### config.mk
export PLATFORM = sky130hd
export DESIGN_NAME = multi_timer_tick_table
export DESIGN_NICKNAME = d
export VERILOG_FILES = /design/src/hdl/mtt_pkg.sv /design/src/hdl/multi_timer_tick_table.sv /design/src/hdl/mtt_ram.sv
export SDC_FILE = /design/constraint.sdc
export NUM_CORES = 1
export LEC_CHECK = 0
export BUFFER_PORTS_ARGS = -buffer_cell sky130_fd_sc_hd__buf_2
export CAP_MARGIN = 10
export CORE_ASPECT_RATIO = 2
export CORE_MARGIN = 1.5
export CORE_UTILIZATION = 60
export CTS_BUF_LIST = sky130_fd_sc_hd__clkbuf_4 sky130_fd_sc_hd__clkbuf_8 sky130_fd_sc_hd__clkbuf_16
export CTS_CLUSTER_SIZE = 25
export DETAILED_ROUTE_END_ITERATION = 8
export GPL_TIMING_DRIVEN = 1
export MAX_ROUTING_LAYER = met4
export PLACE_DENSITY = 0.77
export SLEW_MARGIN = 20
export SYNTH_ARGS = -nofsm -noshare
export SYNTH_HDL_FRONTEND = slang
export SYNTH_SLANG_ARGS = --single-unit
### constraint.sdc
create_clock -name clk -period 7.9 [get_ports clk]
set_clock_uncertainty 0.1 [all_clocks]
set_input_delay 0 -clock clk [delete_from_list [all_inputs] [get_ports clk]]
set_output_delay 0 -clock clk [all_outputs]
set_load 0.01 [all_outputs]
### src/hdl/mtt_pkg.sv
// ----------------------------------------------------------------------------
// mtt_pkg: shared types for the timer tick table
// command and expiry word layouts, command codes and result limit
// ----------------------------------------------------------------------------
package mtt_pkg;

  typedef enum logic [1:0] {
    CMD_TICK  = 2'd0,
    CMD_INIT  = 2'd1,
    CMD_START = 2'd2,
    CMD_STOP  = 2'd3
  } cmd_code_t;

  localparam int MAX_RESULTS = 16;
  localparam int CNT_W       = $clog2(MAX_RESULTS + 1);

  typedef struct packed {
    cmd_code_t   cmd;
    logic [3:0]  timer_index;
    logic [7:0]  event_code;
    logic [5:0]  target_id;
    logic [15:0] initial_ticks;
    logic [15:0] period_ticks;
  } cmd_word_t;

  typedef struct packed {
    logic [3:0] expired_timer;
    logic [5:0] expired_target;
    logic [7:0] expired_event;
    logic       last_expiry;
  } exp_word_t;

endpackage

### src/hdl/multi_timer_tick_table.sv
// ----------------------------------------------------------------------------
// multi_timer_tick_table: table of one-shot and periodic timers
// a sequencer walks the ram one entry per cycle, unless stalled, on every tick
// ----------------------------------------------------------------------------
// Commands arrive on the cmd channel (cmd_valid, cmd_stall, cmd_word): tick,
// init, start or stop. A word is taken when cmd_valid is high and cmd_stall
// is low; cmd_stall stays high while a command is being worked on.
// Init, start and stop do a read-modify-write of one ram entry: the read is
// issued in S_IDLE and the write done in S_CMD. A command whose index is
// beyond the table is dropped without leaving S_IDLE. A tick reads every
// entry in turn, one per cycle through the single ram port pair while the
// expiry channel does not stall; armed ones are decremented or reloaded.
// Each expiring timer, up to MAX_RESULTS per tick, gives one word on the exp
// channel (exp_valid, exp_stall, exp_word), in ascending timer order; the
// last word of a tick has last_expiry set. One expiry is held back until
// the next one is found or the walk ends, so it can be marked last. While
// exp_stall holds the output register full, the walk pauses at the next
// expiry that has to be sent and resumes when the word is taken.
// Reset (rst, synchronous) clears the per-entry valid bits, so every timer
// reads as zero and disarmed; no clearing pass over the ram is needed.
// ----------------------------------------------------------------------------
module multi_timer_tick_table #(
  parameter int NUM_TIMERS = 16,
  parameter int TICK_WIDTH = 16
) (
  input  logic               clk,
  input  logic               rst,
  input  logic               cmd_valid,
  output logic               cmd_stall,
  input  mtt_pkg::cmd_word_t cmd_word,
  output logic               exp_valid,
  input  logic               exp_stall,
  output mtt_pkg::exp_word_t exp_word
);

  import mtt_pkg::*;

  localparam int AW = (NUM_TIMERS > 1) ? $clog2(NUM_TIMERS) : 1;
  localparam logic [AW-1:0] LAST_ADDR = AW'(NUM_TIMERS - 1);

  typedef struct packed {
    logic [TICK_WIDTH-1:0] rem;
    logic [TICK_WIDTH-1:0] per;
    logic [7:0]            ev;
    logic [5:0]            tgt;
  } entry_t;

  typedef enum logic [1:0] {
    S_IDLE,
    S_CMD,
    S_SCAN,
    S_FLUSH
  } state_t;

  state_t                state, state_next;
  logic [AW-1:0]         cur_addr, cur_addr_next;
  logic [NUM_TIMERS-1:0] valid_bits, valid_bits_next;
  cmd_word_t             cmd_reg, cmd_reg_next;
  exp_word_t             held, held_next;
  logic                  held_valid, held_valid_next;
  logic [CNT_W-1:0]      rep_cnt, rep_cnt_next;
  exp_word_t             out_word, out_word_next;
  logic                  out_valid, out_valid_next;

  logic                  rd_en, wr_en;
  logic [AW-1:0]         rd_addr;
  entry_t                rd_data, ent, wr_data;
  logic [TICK_WIDTH-1:0] dec, itick;
  logic                  armed, expire, reporting, blocked, out_free, push;
  exp_word_t             push_word;

  mtt_ram #(
    .WIDTH  ($bits(entry_t)),
    .DEPTH  (NUM_TIMERS),
    .ADDR_W (AW)
  ) u_ram (
    .clk     (clk),
    .wr_en   (wr_en),
    .wr_addr (cur_addr),
    .wr_data (wr_data),
    .rd_en   (rd_en),
    .rd_addr (rd_addr),
    .rd_data (rd_data)
  );

  assign cmd_stall = (state != S_IDLE);
  assign exp_valid = out_valid;
  assign exp_word  = out_word;

  always_comb begin
    ent       = valid_bits[cur_addr] ? rd_data : '0;
    dec       = ent.rem - TICK_WIDTH'(1);
    armed     = (ent.rem != '0);
    expire    = armed && (dec == '0);
    reporting = expire && (rep_cnt < CNT_W'(MAX_RESULTS));
    out_free  = !out_valid || !exp_stall;
    blocked   = reporting && held_valid && !out_free;
    itick     = TICK_WIDTH'(cmd_reg.initial_ticks);

    state_next      = state;
    cur_addr_next   = cur_addr;
    valid_bits_next = valid_bits;
    cmd_reg_next    = cmd_reg;
    held_next       = held;
    held_valid_next = held_valid;
    rep_cnt_next    = rep_cnt;
    rd_en           = 1'b0;
    rd_addr         = cur_addr + AW'(1);
    wr_en           = 1'b0;
    wr_data         = ent;
    push            = 1'b0;
    push_word       = held;

    case (state)
      S_IDLE: begin
        if (cmd_valid) begin
          cmd_reg_next = cmd_word;
          if (cmd_word.cmd == CMD_TICK) begin
            rd_en        = 1'b1;
            rd_addr      = '0;
            rep_cnt_next = '0;
            state_next   = S_SCAN;
          end else if (int'(cmd_word.timer_index) < NUM_TIMERS) begin
            rd_en      = 1'b1;
            rd_addr    = AW'(cmd_word.timer_index);
            state_next = S_CMD;
          end
        end
      end
      S_CMD: begin
        wr_en = 1'b1;
        valid_bits_next[cur_addr] = 1'b1;
        case (cmd_reg.cmd)
          CMD_INIT: begin
            wr_data.ev  = cmd_reg.event_code;
            wr_data.rem = '0;
          end
          CMD_START: begin
            if (itick == '0) begin
              wr_data.rem = '0;
            end else begin
              wr_data.tgt = cmd_reg.target_id;
              wr_data.per = TICK_WIDTH'(cmd_reg.period_ticks);
              wr_data.rem = itick;
            end
          end
          default: begin
            wr_data.rem = '0;
          end
        endcase
        state_next = S_IDLE;
      end
      S_SCAN: begin
        if (!blocked) begin
          if (armed) begin
            wr_en       = 1'b1;
            wr_data.rem = expire ? ent.per : dec;
            valid_bits_next[cur_addr] = 1'b1;
          end
          if (reporting) begin
            push      = held_valid;
            push_word = held;
            held_next = '{expired_timer:  4'(cur_addr),
                          expired_target: ent.tgt,
                          expired_event:  ent.ev,
                          last_expiry:    1'b0};
            held_valid_next = 1'b1;
            rep_cnt_next    = rep_cnt + CNT_W'(1);
          end
          if (cur_addr == LAST_ADDR) begin
            state_next = S_FLUSH;
          end else begin
            rd_en = 1'b1;
          end
        end
      end
      S_FLUSH: begin
        if (!held_valid) begin
          state_next = S_IDLE;
        end else if (out_free) begin
          push                  = 1'b1;
          push_word             = held;
          push_word.last_expiry = 1'b1;
          held_valid_next       = 1'b0;
          state_next            = S_IDLE;
        end
      end
      default: begin
        state_next = S_IDLE;
      end
    endcase

    if (rd_en) begin
      cur_addr_next = rd_addr;
    end

    out_word_next  = out_word;
    out_valid_next = out_valid;
    if (push) begin
      out_valid_next = 1'b1;
      out_word_next  = push_word;
    end else if (!exp_stall) begin
      out_valid_next = 1'b0;
    end
  end

  always_ff @(posedge clk) begin
    cmd_reg  <= cmd_reg_next;
    held     <= held_next;
    out_word <= out_word_next;
    if (rst) begin
      state      <= S_IDLE;
      cur_addr   <= '0;
      valid_bits <= '0;
      held_valid <= 1'b0;
      rep_cnt    <= '0;
      out_valid  <= 1'b0;
    end else begin
      state      <= state_next;
      cur_addr   <= cur_addr_next;
      valid_bits <= valid_bits_next;
      held_valid <= held_valid_next;
      rep_cnt    <= rep_cnt_next;
      out_valid  <= out_valid_next;
    end
  end

  // no expiry may be left behind once the table is idle again
  a_idle_no_held: assert property (@(posedge clk) disable iff (rst)
    (state == S_IDLE) |-> !held_valid)
    else $error("held expiry left over in idle");

  // ram writes only come from a command or the tick walk
  a_write_source: assert property (@(posedge clk) disable iff (rst)
    wr_en |-> (state == S_CMD || state == S_SCAN))
    else $error("ram write outside command or walk");

  a_report_limit: assert property (@(posedge clk) disable iff (rst)
    rep_cnt <= CNT_W'(MAX_RESULTS))
    else $error("expiry count above limit");

  // the word marked last ends the tick
  a_last_ends_tick: assert property (@(posedge clk) disable iff (rst)
    (push && push_word.last_expiry) |=> (state == S_IDLE && !held_valid))
    else $error("walk continues after last expiry");

  // a word is never dropped: pushing needs a free output register
  a_push_free: assert property (@(posedge clk) disable iff (rst)
    push |-> out_free)
    else $error("expiry pushed over a stalled word");

endmodule

### src/hdl/mtt_ram.sv
// ----------------------------------------------------------------------------
// mtt_ram: generic simple dual-port ram
// one write port, one read port with registered read data held when idle
// ----------------------------------------------------------------------------
module mtt_ram #(
  parameter int WIDTH  = 8,
  parameter int DEPTH  = 16,
  parameter int ADDR_W = 4
) (
  input  logic              clk,
  input  logic              wr_en,
  input  logic [ADDR_W-1:0] wr_addr,
  input  logic [WIDTH-1:0]  wr_data,
  input  logic              rd_en,
  input  logic [ADDR_W-1:0] rd_addr,
  output logic [WIDTH-1:0]  rd_data
);

  logic [WIDTH-1:0] mem [DEPTH];

  always_ff @(posedge clk) begin
    if (wr_en) begin
      mem[wr_addr] <= wr_data;
    end
    if (rd_en) begin
      rd_data <= mem[rd_addr];
    end
  end

endmodule
## Yosys cells after proc, flatten, opt, wreduce, memory -nomap -nowiden

Memories as Yosys holds them, arrays and structs flattened. A register that Yosys moved wholly into a read port is not among the register bits.
Index checks and enable logic that the tools add are counted.

- Magnitude comparators: 3
- Add/subtract/negate cells: 3
- Muxes and demuxes: 57
- Eq/ne operators: 14
- Bitwise logic cells: 2
- Reduce and logical (&&, ||, !) cells: 25

Operators with widths:

| kind | count |
|---|---|
| $mux 16 | 9 |
| $pmux 16 s2 | 2 |
| $mux 46 | 1 |
| $logic_not 16->1 | 2 |
| $mux 30 | 1 |
| $mux 1 | 20 |
| $mux 5 | 4 |
| $or 16x16->16 | 1 |
| $reduce_bool 16->1 | 1 |
| $sub 16x1->16 const B | 1 |
| $mux 2 | 6 |
| $mux 4 | 3 |
| $mux 6 | 2 |
| $ne 2x2->1 const B | 6 |
| $pmux 5 s2 | 1 |
| $reduce_and 3->1 | 3 |
| $mux 8 | 1 |
| $pmux 1 s2 | 4 |
| $pmux 2 s4 | 1 |
| $reduce_bool 2->1 | 4 |
| $eq 2x2->1 const B | 3 |
| $add 5x1->5 const B | 1 |
| $logic_and 1x1->1 | 5 |
| $lt 4x5->1 const B | 1 |
| other kinds (16) | 21 |

- Output and inout port bits: 21
- Register bits after elaboration: 114
- Memories: 1
- Memory bits (writable): 736
- Bits of input ports: 56
- Logic and storage cells: 123

Memories:

| name | words | bits a word | read ports | clocked after Yosys merged registers in | write ports | RTL line | RTL |
|---|---|---|---|---|---|---|---|
| u_ram.mem | 16 | 46 | 1 | 1 | 1 | mtt_ram.sv:19 | `logic [WIDTH-1:0] mem [DEPTH];` |

## Longest topological paths before layout

Gate-level depths: netlist (run 1).

- Depth after elaboration: 13
- Gate-level depth with buffers: 11
- Mapped depth without buffers: 9

## Hierarchy

Synthesis (run 1) repeated with hierarchy kept, for this count alone.

- Cells, all modules: 1700
- Area total of the unflattened synthesis: 34531.9 µm²

Modules (own cells, without submodules):

| module | times used | cells each | area an instance (µm²) | seq. area each (µm²) |
|---|---|---|---|---|
| mtt_ram | 1 | 1191 | 28954.0 | 23482.5 |
| multi_timer_tick_table | 1 | 509 | 5577.8 | 3133.0 |

## Worst setup path before layout (run 1)

OpenSTA, ideal clock, no wires.

- Path kind: flip-flop to flip-flop
- Start: reg u_ram.rd_data[31] (read register of u_ram.mem)
- End: mem u_ram.mem[0][0] (netlist bit), enable pin
- Buffers on the path: 1
- Setup slack: 0.825 ns
- Data required time: 7.236 ns
- Arrival time: 6.411 ns
- Clock period less this slack: 7.075 ns
- Cell stages (with the launch flop): 8
- Library setup time: 0.564 ns
- Cells stage by stage: edfxtp_1 buf_6 nor4_4 nand4_4 nor4_1 or4_1 a21oi_2 nor4_1

- Cells in the longest elaborated chain, start to end: 11
- Elaborated cells between the ends (all ways): 13
- Those cells by class: add/sub (1); mux (6); reduce/logical (6)

RTL lines:

| element | RTL line | RTL |
|---|---|---|
| start, declared | mtt_ram.sv:16 | `output logic [WIDTH-1:0] rd_data` |
| $mux 46 * | multi_timer_tick_table.sv:91 | `ent = valid_bits[cur_addr] ? rd_data : '0;` |
| $sub 16x1->16 | multi_timer_tick_table.sv:92 | `dec = ent.rem - TICK_WIDTH'(1);` |
| $logic_not 16->1 | multi_timer_tick_table.sv:94 | `expire = armed && (dec == '0);` |
| $logic_and 1x1->1 | multi_timer_tick_table.sv:94 |  |
| $logic_and 1x1->1 | multi_timer_tick_table.sv:95 | `reporting = expire && (rep_cnt < CNT_W'(MAX_RESULTS));` |
| $logic_and 1x1->1 (2 in a row) | multi_timer_tick_table.sv:97 | `blocked = reporting && held_valid && !out_free;` |
| $mux 1 * | multi_timer_tick_table.sv:154 | `if (!blocked) begin` |
| $pmux 1 s2 * | multi_timer_tick_table.sv:114 | `case (state)` |
| $mux 1 * | mtt_ram.sv:22 | `if (wr_en) begin` |
| $mux 1 (implied by the code) * | mtt_ram.sv:23 | `mem[wr_addr] <= wr_data;` |
| end, declared | mtt_ram.sv:19 |  |

Every way passes the cells marked *; elsewhere a longest branch is shown, timed or not.

## Worst setup path in the final report (run 1)

- Start: reg cur_addr[2]
- End: mem u_ram.mem[4][29] (netlist bit), enable pin

- Cells in the longest elaborated chain, start to end: 13
- Elaborated cells between the ends (all ways): 15
- Those cells by class: add/sub (1); mux (8); reduce/logical (6)

RTL lines:

| element | RTL line | RTL |
|---|---|---|
| start, declared | multi_timer_tick_table.sv:56 | `logic [AW-1:0] cur_addr, cur_addr_next;` |
| start signal, assigned | multi_timer_tick_table.sv:220 | `cur_addr <= cur_addr_next;` |
| $bmux 1 s4 | multi_timer_tick_table.sv:91 |  |
| $mux 1 (implied by the code) | multi_timer_tick_table.sv:91 |  |
| $mux 46 | multi_timer_tick_table.sv:91 |  |
| $sub 16x1->16 | multi_timer_tick_table.sv:92 |  |
| $logic_not 16->1 | multi_timer_tick_table.sv:94 |  |
| $logic_and 1x1->1 | multi_timer_tick_table.sv:94 |  |
| $logic_and 1x1->1 | multi_timer_tick_table.sv:95 |  |
| $logic_and 1x1->1 (2 in a row) | multi_timer_tick_table.sv:97 |  |
| $mux 1 | multi_timer_tick_table.sv:154 |  |
| $pmux 1 s2 | multi_timer_tick_table.sv:114 |  |
| $mux 1 | mtt_ram.sv:22 |  |
| $mux 1 (implied by the code) | mtt_ram.sv:23 |  |

Parallel ways exist; a longest one is shown, timed or not. The select of a mux whose other input is x is not followed.

==> metrics.csv, run 1 <==
stage;metric;value;unit
outcome;run_status;finished, final reports clean;
place;numPortBuffers;76;
place;gp_congestion;0.9312;
drt;first_pass_iters;6;
worst_setup_path;path_class;register to register;
drt;vias_per_cell;6.259;
drt;final_antenna_net_count;0;
power;ir_drop;381.5;µV
layout;largest_register_ffs;736;
place;dp_cells;2915;
timing;timing.fmax;0.2109;GHz
floorplanning;die_width;177.8;µm
global_routing;antenna_found_initial;1;
worst_setup_path;cp_top_family;simple AND/OR/NAND/NOR gates;
global_routing;grt_overflow;0;
timing;worstMarginPinSlew;1.082;ns
drt;drt_iter0_drc;1929;
drt;drt_wl_total;85.95;mm
timing;hold_viol;0;
floorplanning;die_h;352.6;µm
logic_synthesis;synth_edf_count;867;
global_routing;use_met2;48.64;%
logic_synthesis;yosys-top-cells-area;edfxtp_1 71%, mux2i_1 19%, dfxtp_1 1.6%, clkbuf_1 0.74%, nand2_1 0.64%;
layout;final_nets;2370;
logic_synthesis;yosys_warnings;0;
global_routing;first_global_vias;20486;
drt;wl_per_cell;27.31;µm
timing;rsz0062_at_grt;no;
logic_synthesis;synth.largest_area_cell;edfxtp_1;
run;maxCapViolCount;0;
logic_synthesis;async_reset_ff_share;0;%
logic_synthesis;ys.flop_type;edfxtp_1;
worst_setup_path;slowest_stage;buf_4;
worst_setup_path;crit_buf_inv;3;
logic_synthesis;netlist_top_cells_count;867 x edfxtp_1, 696 x mux2i_1, 72 x clkbuf_1;
logic_synthesis;synth.top_cell.area_share;71.01;%
clocking;cts_resized;0;
layout;num-fill-cells;3831;
timing;final_max_slew_viol_count;0;
clocking;post-cts-setup-buffer-count;0;
logic_synthesis;synthMostInstantiatedCell;edfxtp_1;
layout;synthToLayoutAreaGrowth;13.94;%
worst_setup_path;path_common_cell;buf_4;
clocking;clockBufferDepth;3;
global_routing;grt_util_met1;34.12;%
place;hpwl;51.21;mm
timing;setup_viol;0;
floorplanning;rows;128;
logic_synthesis;yosysSeqAreaShare;72.59;%
clocking;cts-root-buf;clkbuf_16;
floorplanning;die_area;62690;µm²
power;power_density;358.5;nW/µm²
worst_setup_path;cp-end-kind;register;
worst_setup_path;start_kind;register;
global_routing;grt_pass1_wl;126.9;mm
global_routing;track_usage;28.88;%
clocking;h-tree-depth;3;
logic_synthesis;syn_inst;2122;
drt;drc;0;
drt;vias;19698;
layout;final-seq-area;26620;µm²
floorplanning;ioPinCount;77;
global_routing;grt_start_max_net_pins;127;
timing;worst_slew_margin_rel;27.88;%
global_routing;grt.busiest_layer;met2;
logic_synthesis;syn_nets;2187;
timing;period_share;60.01;%
layout;finalNonFillerCells;3147;
worst_setup_path;cp.required;8.03;ns
worst_setup_path;cp_data_arrival_time;4.87;ns
floorplanning;start_util;60.41;%
logic_synthesis;synth_seq_cells;896;
timing;final.setup.tns;0;ns
clocking;clock_latency;0.63;ns
layout;drive_gt1_share;14.12;%
global_routing;met3_usage;4.140;%
worst_setup_path;critPathMaxStageDelay;0.73;ns
clocking;clk_pin_slew;0.07;ns
worst_setup_path;cp_max_fo;73;
timing;layout_min_cycle_time;4.741;ns
floorplanning;coreArea;60700;µm²
logic_synthesis;syn_area;36670;µm²
clocking;cts_tree;done;
worst_setup_path;crit_chain;nor2b_1 > nand2_1 > nand4_1 > buf_4 > and3_1 > a21oi_2 > buf_4 > nor3b_2 > buf_4;
clocking;clock_sinks;896;
power;p_leak;0.01447;µW
layout;multi_input_area;9723;µm²
logic_synthesis;synthDistinctLibCells;59;
logic_synthesis;avgSynthCellArea;17.28;µm²
hold_path;hold_path_class;input port to register;
clocking;cts_made_buffers;76;
## kinds of logic (layout without fill, tap and decap cells)
family	Yosys count	count (layout)	share of synthesized area, %
xor gates and xnor gates	12	12	0.2867
muxes	714	714	19.68
DFF	896	896	72.59
buffers and inverters	131	375	1.396
AOI/OAI and AO/OA	131	131	2.252
other	0	1	0
and+or+nand+nor	229	229	3.491
adders and majority gates	9	9	0.3071
## area by class of cell
class / count / share of cell area, %
Antenna cell: 1 / 0.005990
Inverter: 12 / 0.1078
Multi-Input combinational cell: 1095 / 23.27
Clock buffer: 96 / 5.041
Clock inverter: 43 / 1.387
Tap cell: 780 / 2.336
Timing Repair Buffer: 224 / 4.139
Sequential cell: 896 / 63.71
## report_power, final
group          total (µW)  internal [µW]  switching, µW
clock network        3990           2330           1660
logic                4660           1770           2890
registers            6330           6060            270
## final timing paths
kind | startpoint | endpoint | slack [ns] | cells past startpoint
setup / recovery | cur_addr[2] | u_ram.mem[4][29] | 3.16 | 9
hold / removal | cmd_word[13] | cmd_reg[13] | 0.01 | 2
setup reg to reg | cur_addr[2] | u_ram.mem[4][29] | 3.16 | 9
hold reg to reg | held[5] | exp_word[5] | 0.32 | 0
## layout by cell type (no fill, tap or decap), drive strengths merged, types with 7 or more instances in the layout
cell type and instances:
a32oi 16, nor3 14, and2 21, nand4 23, a211oi 7, nand2 63
nor2b 18, clkbuf 99, bufinv 13, ha 9, nor3b 7, mux2i 696
clkinv 19, dfxtp 29, nor4 15, nor2 18, xnor2 9, o22ai 15
edfxtp 867, dlygate4sd3 85, inv 18, nand3 15, nand2b 10, buf 136
o21ai 41, a21oi 31, mux2 14
## per-stage QoR
stage,util (%),area (µm²),power (µW),hold slack (ns),setup WS [ns]
after global placement,62.84,38140,10860,0.07799,3.365
after detailed placement,62.85,38150,11000,0.07810,3.131
after global routing,68.83,41780,15500,0.01499,2.925
after floorplan,-,36670,9580,-0.001131,0.8252
final,68.83,41780,14980,0.009968,3.159
after CTS,68.68,41690,15010,0.001027,3.038
## per-layer routing
layer / vias up / part of all wire (%)
li1: 8692 / -
met1: 10000 / 37
met2: 800 / 52
met3: 206 / 6.2
met4: 0 / 4.8
met5: - / 0
## what timing repair did
item	CTS	global route
hold endpoints to repair	78	0
hold buffers	85	0
endpoints found under the setup margin	0	0
Note: power is estimated with default switching activity, not from simulation.
==> inputs of run 2 (changes only) <==
- CORE_UTILIZATION: 60 -> 56
- PLACE_DENSITY: 0.77 -> 0.75
- clock period: 7.9 -> 4 ns (I/O delays scaled with it)
==> run 2 against run 1 <==
  * Global-route usage down 1.5 points
  * Critical path depth down 1
  * Via count up 0.36%
  * Critical endpoint is now u_ram.mem[3][36]
  * Utilization down 3.0 points
  * Clock-buffer cell count down 12
  * Die area up 7.1%
==> metrics.csv, run 2 (synthesis results as in run 1) <==
stage;metric;value;unit;change
worst_setup_path;start_kind;register;;
layout;drive_gt1_share;15.08;%;+0.96 points
worst_setup_path;cp-end-kind;register;;
worst_setup_path;cp_data_arrival_time;4.01;ns;-0.86 ns
layout;num-fill-cells;4403;;+15%
floorplanning;die_h;364.9;µm;+3.5%
drt;first_pass_iters;7;;+1
worst_setup_path;cp.required;4.24;ns;-3.79 ns
timing;hold_viol;0;;unchanged
floorplanning;die_width;183.9;µm;+3.5%
run;maxCapViolCount;0;;unchanged
layout;antenna_cells;0;;-1
worst_setup_path;r2r_start;u_ram.rd_data[31];;
layout;final_common_cell;edfxtp_1;;
global_routing;grt_pass1_wl;128.7;mm;+1.4%
drt;drt_wl_total;86.66;mm;+0.83%
power;total_power;29550;µW;+97%
hold_path;hold_path.startpoint;cmd_word[48];;
timing;setup_viol;0;;unchanged
drt;wl_per_cell;26.28;µm;-3.8%
worst_setup_path;cp_max_fo;28;;-62%
worst_setup_path;slowest_stage;nor2_4;;
timing;worst_slew_margin_rel;24.09;%;-3.8 points
timing;hold_ws;0.06182;ns;+0.05185 ns
clocking;post-cts-setup-buffer-count;0;;unchanged
layout;largest_register_ffs;736;;unchanged
clocking;h-tree-depth;3;;unchanged
timing;rsz0062_at_grt;no;;
outcome;run_status;finished, final reports clean;;
layout;final_util;65.78;%;-3.0 points
hold_path;min_to;u_ram.rd_data[14];;
hold_path;hold_path_class;input port to register;;
place;hpwl;54.12;mm;+5.7%
layout;layout_common_cells;867 x edfxtp_1, 696 x mux2i_1, 98 x dlygate4sd3_1, 87 x buf_4;;
layout;synthToLayoutAreaGrowth;16.15;%;
power;power_density;694.0;nW/µm²;+94%
floorplanning;rows;132;;+3.1%
power;p_leak;0.01486;µW;+2.7%
global_routing;grt_overflow;0;;unchanged
clocking;clk_pin_slew;0.07;ns;about the same
global_routing;grt_start_max_net_pins;73;;-43%
worst_setup_path;r2r_end;u_ram.mem[3][36];;
worst_setup_path;critPathMaxStageDelay;0.86;ns;+0.13 ns
clocking;clockBufferDepth;3;;unchanged
timing;layout_min_cycle_time;3.766;ns;-0.9750 ns
clocking;clock_latency;0.67;ns;+0.04 ns
worst_setup_path;cp_top_family;simple AND/OR/NAND/NOR gates;;
clocking;clock_sinks;896;;unchanged
floorplanning;start_util;56.63;%;-3.8 points
hold_path;holdPathStages;5;;+3
worst_setup_path;crit_buf_inv;2;;-1
power;ir_drop;620.8;µV;+63%
place;gp_congestion;0.9210;;-1.1%
floorplanning;die_area;67110;µm²;+7.1%
place;numPortBuffers;76;;unchanged
layout;final_nets;2439;;+2.9%
timing;final_max_slew_viol_count;0;;unchanged
timing;timing.fmax;0.2655;GHz;+26%
clocking;cts_tree;done;;
floorplanning;ioPinCount;77;;unchanged
worst_setup_path;reg2reg_depth;8;;-1
drt;vias;19769;;+0.36%
drt;vias_per_cell;5.994;;-4.2%
drt;drt_iter0_drc;1364;;-29%
worst_setup_path;crit_chain;nor4_4 > nand2_1 > nand3_1 > or4_1 > a21oi_4 > buf_12 > nor2_4 > buf_4;;
global_routing;track_usage;27.42;%;-1.5 points
worst_setup_path;path_class;register to register;;
drt;final_antenna_net_count;0;;unchanged
clocking;cts-root-buf;clkbuf_16;;
floorplanning;coreArea;64740;µm²;+6.7%
drt;drc;0;;unchanged
worst_setup_path;rrSetupSlack;0.23;ns;-2.92 ns
timing;period_share;94.15;%;+34 points
global_routing;antenna_found_initial;0;;-1
clocking;cts_made_buffers;76;;unchanged
timing;worstMarginPinSlew;1.136;ns;+0.05416 ns
global_routing;first_global_vias;20933;;+2.2%
run 2: cell types whose count changed in the layout (fill, tap and decap cells not counted), moves of 7 or more:
cell and change:
buf_12 +29, buf_4 +29, bufinv_16 -10, clkbuf_4 -10
dlygate4sd3_1 +13, nor3b_2 -7, nor3b_4 +7, o21ai_0 +17
o21ai_2 -11
run 2: worst max path at each step:
stage,cells past startpoint,to,startpoint,slack [ns]
floorplan,8,u_ram.mem[10][0],cur_addr[2],-0.31
global placement,8,u_ram.mem[13][19],u_ram.rd_data[31],0.22
detailed placement,8,u_ram.mem[13][28],u_ram.rd_data[31],0.13
CTS,8,u_ram.mem[13][43],u_ram.rd_data[31],0.12
global route,8,u_ram.mem[8][27],u_ram.rd_data[35],0.01
finish,8,u_ram.mem[3][36],u_ram.rd_data[31],0.23
run 2: per-stage QoR:
step	cells	setup slack (ns)	cell area, µm²	TNS [ns]
after floorplan	2122	-0.3071	36820	-42.38
after global placement	3068	0.2213	39190	0
after detailed placement	3068	0.1259	39190	0
after CTS	3297	0.1198	42570	0
after global routing	3298	0.01334	42590	0
final	3298	0.2340	42590	0
run 2: what timing repair did:
action                                  4_1_cts  5_1_grt
hold buffers                                 98        0
endpoints found under the hold margin        97        0
endpoints found under the setup margin        0        8
gates resized for setup                       0        0
run 2: area by class of cell:
type / count / area (µm²) / area share [%]
timing repair buffer: 293 / 2650 / 6.223
sequential: 896 / 26620 / 62.50
inverter: 12 / 46.29 / 0.1087
multi-input combinational: 1095 / 9784 / 22.98
clock buffer: 84 / 1962 / 4.607
clock inverter: 47 / 437.9 / 1.028
tap: 871 / 1090 / 2.559
run 2: per-layer routing:
metal	routed length [µm]	global-route usage, %	up-vias
met1	30830	29.94	10060
met4	4417	13.69	0
met3	4489	3.657	242
met5	0	-	-
li1	-	-	8812
met2	46920	48.80	655
run 2: tightest hold or removal path, stage by stage:
cell     delay [ns]
buf_2          0.12
nand2_1        0.13
o21ai_4        0.09
buf_12         0.17
mux2i_1        0.16
run 2: power by group:
group,switching [µW],internal (µW),leakage (µW)
Clock,3410,3800,0.00117
Combinational,5930,3960,0.00541
Sequential,499,12000,0.00829
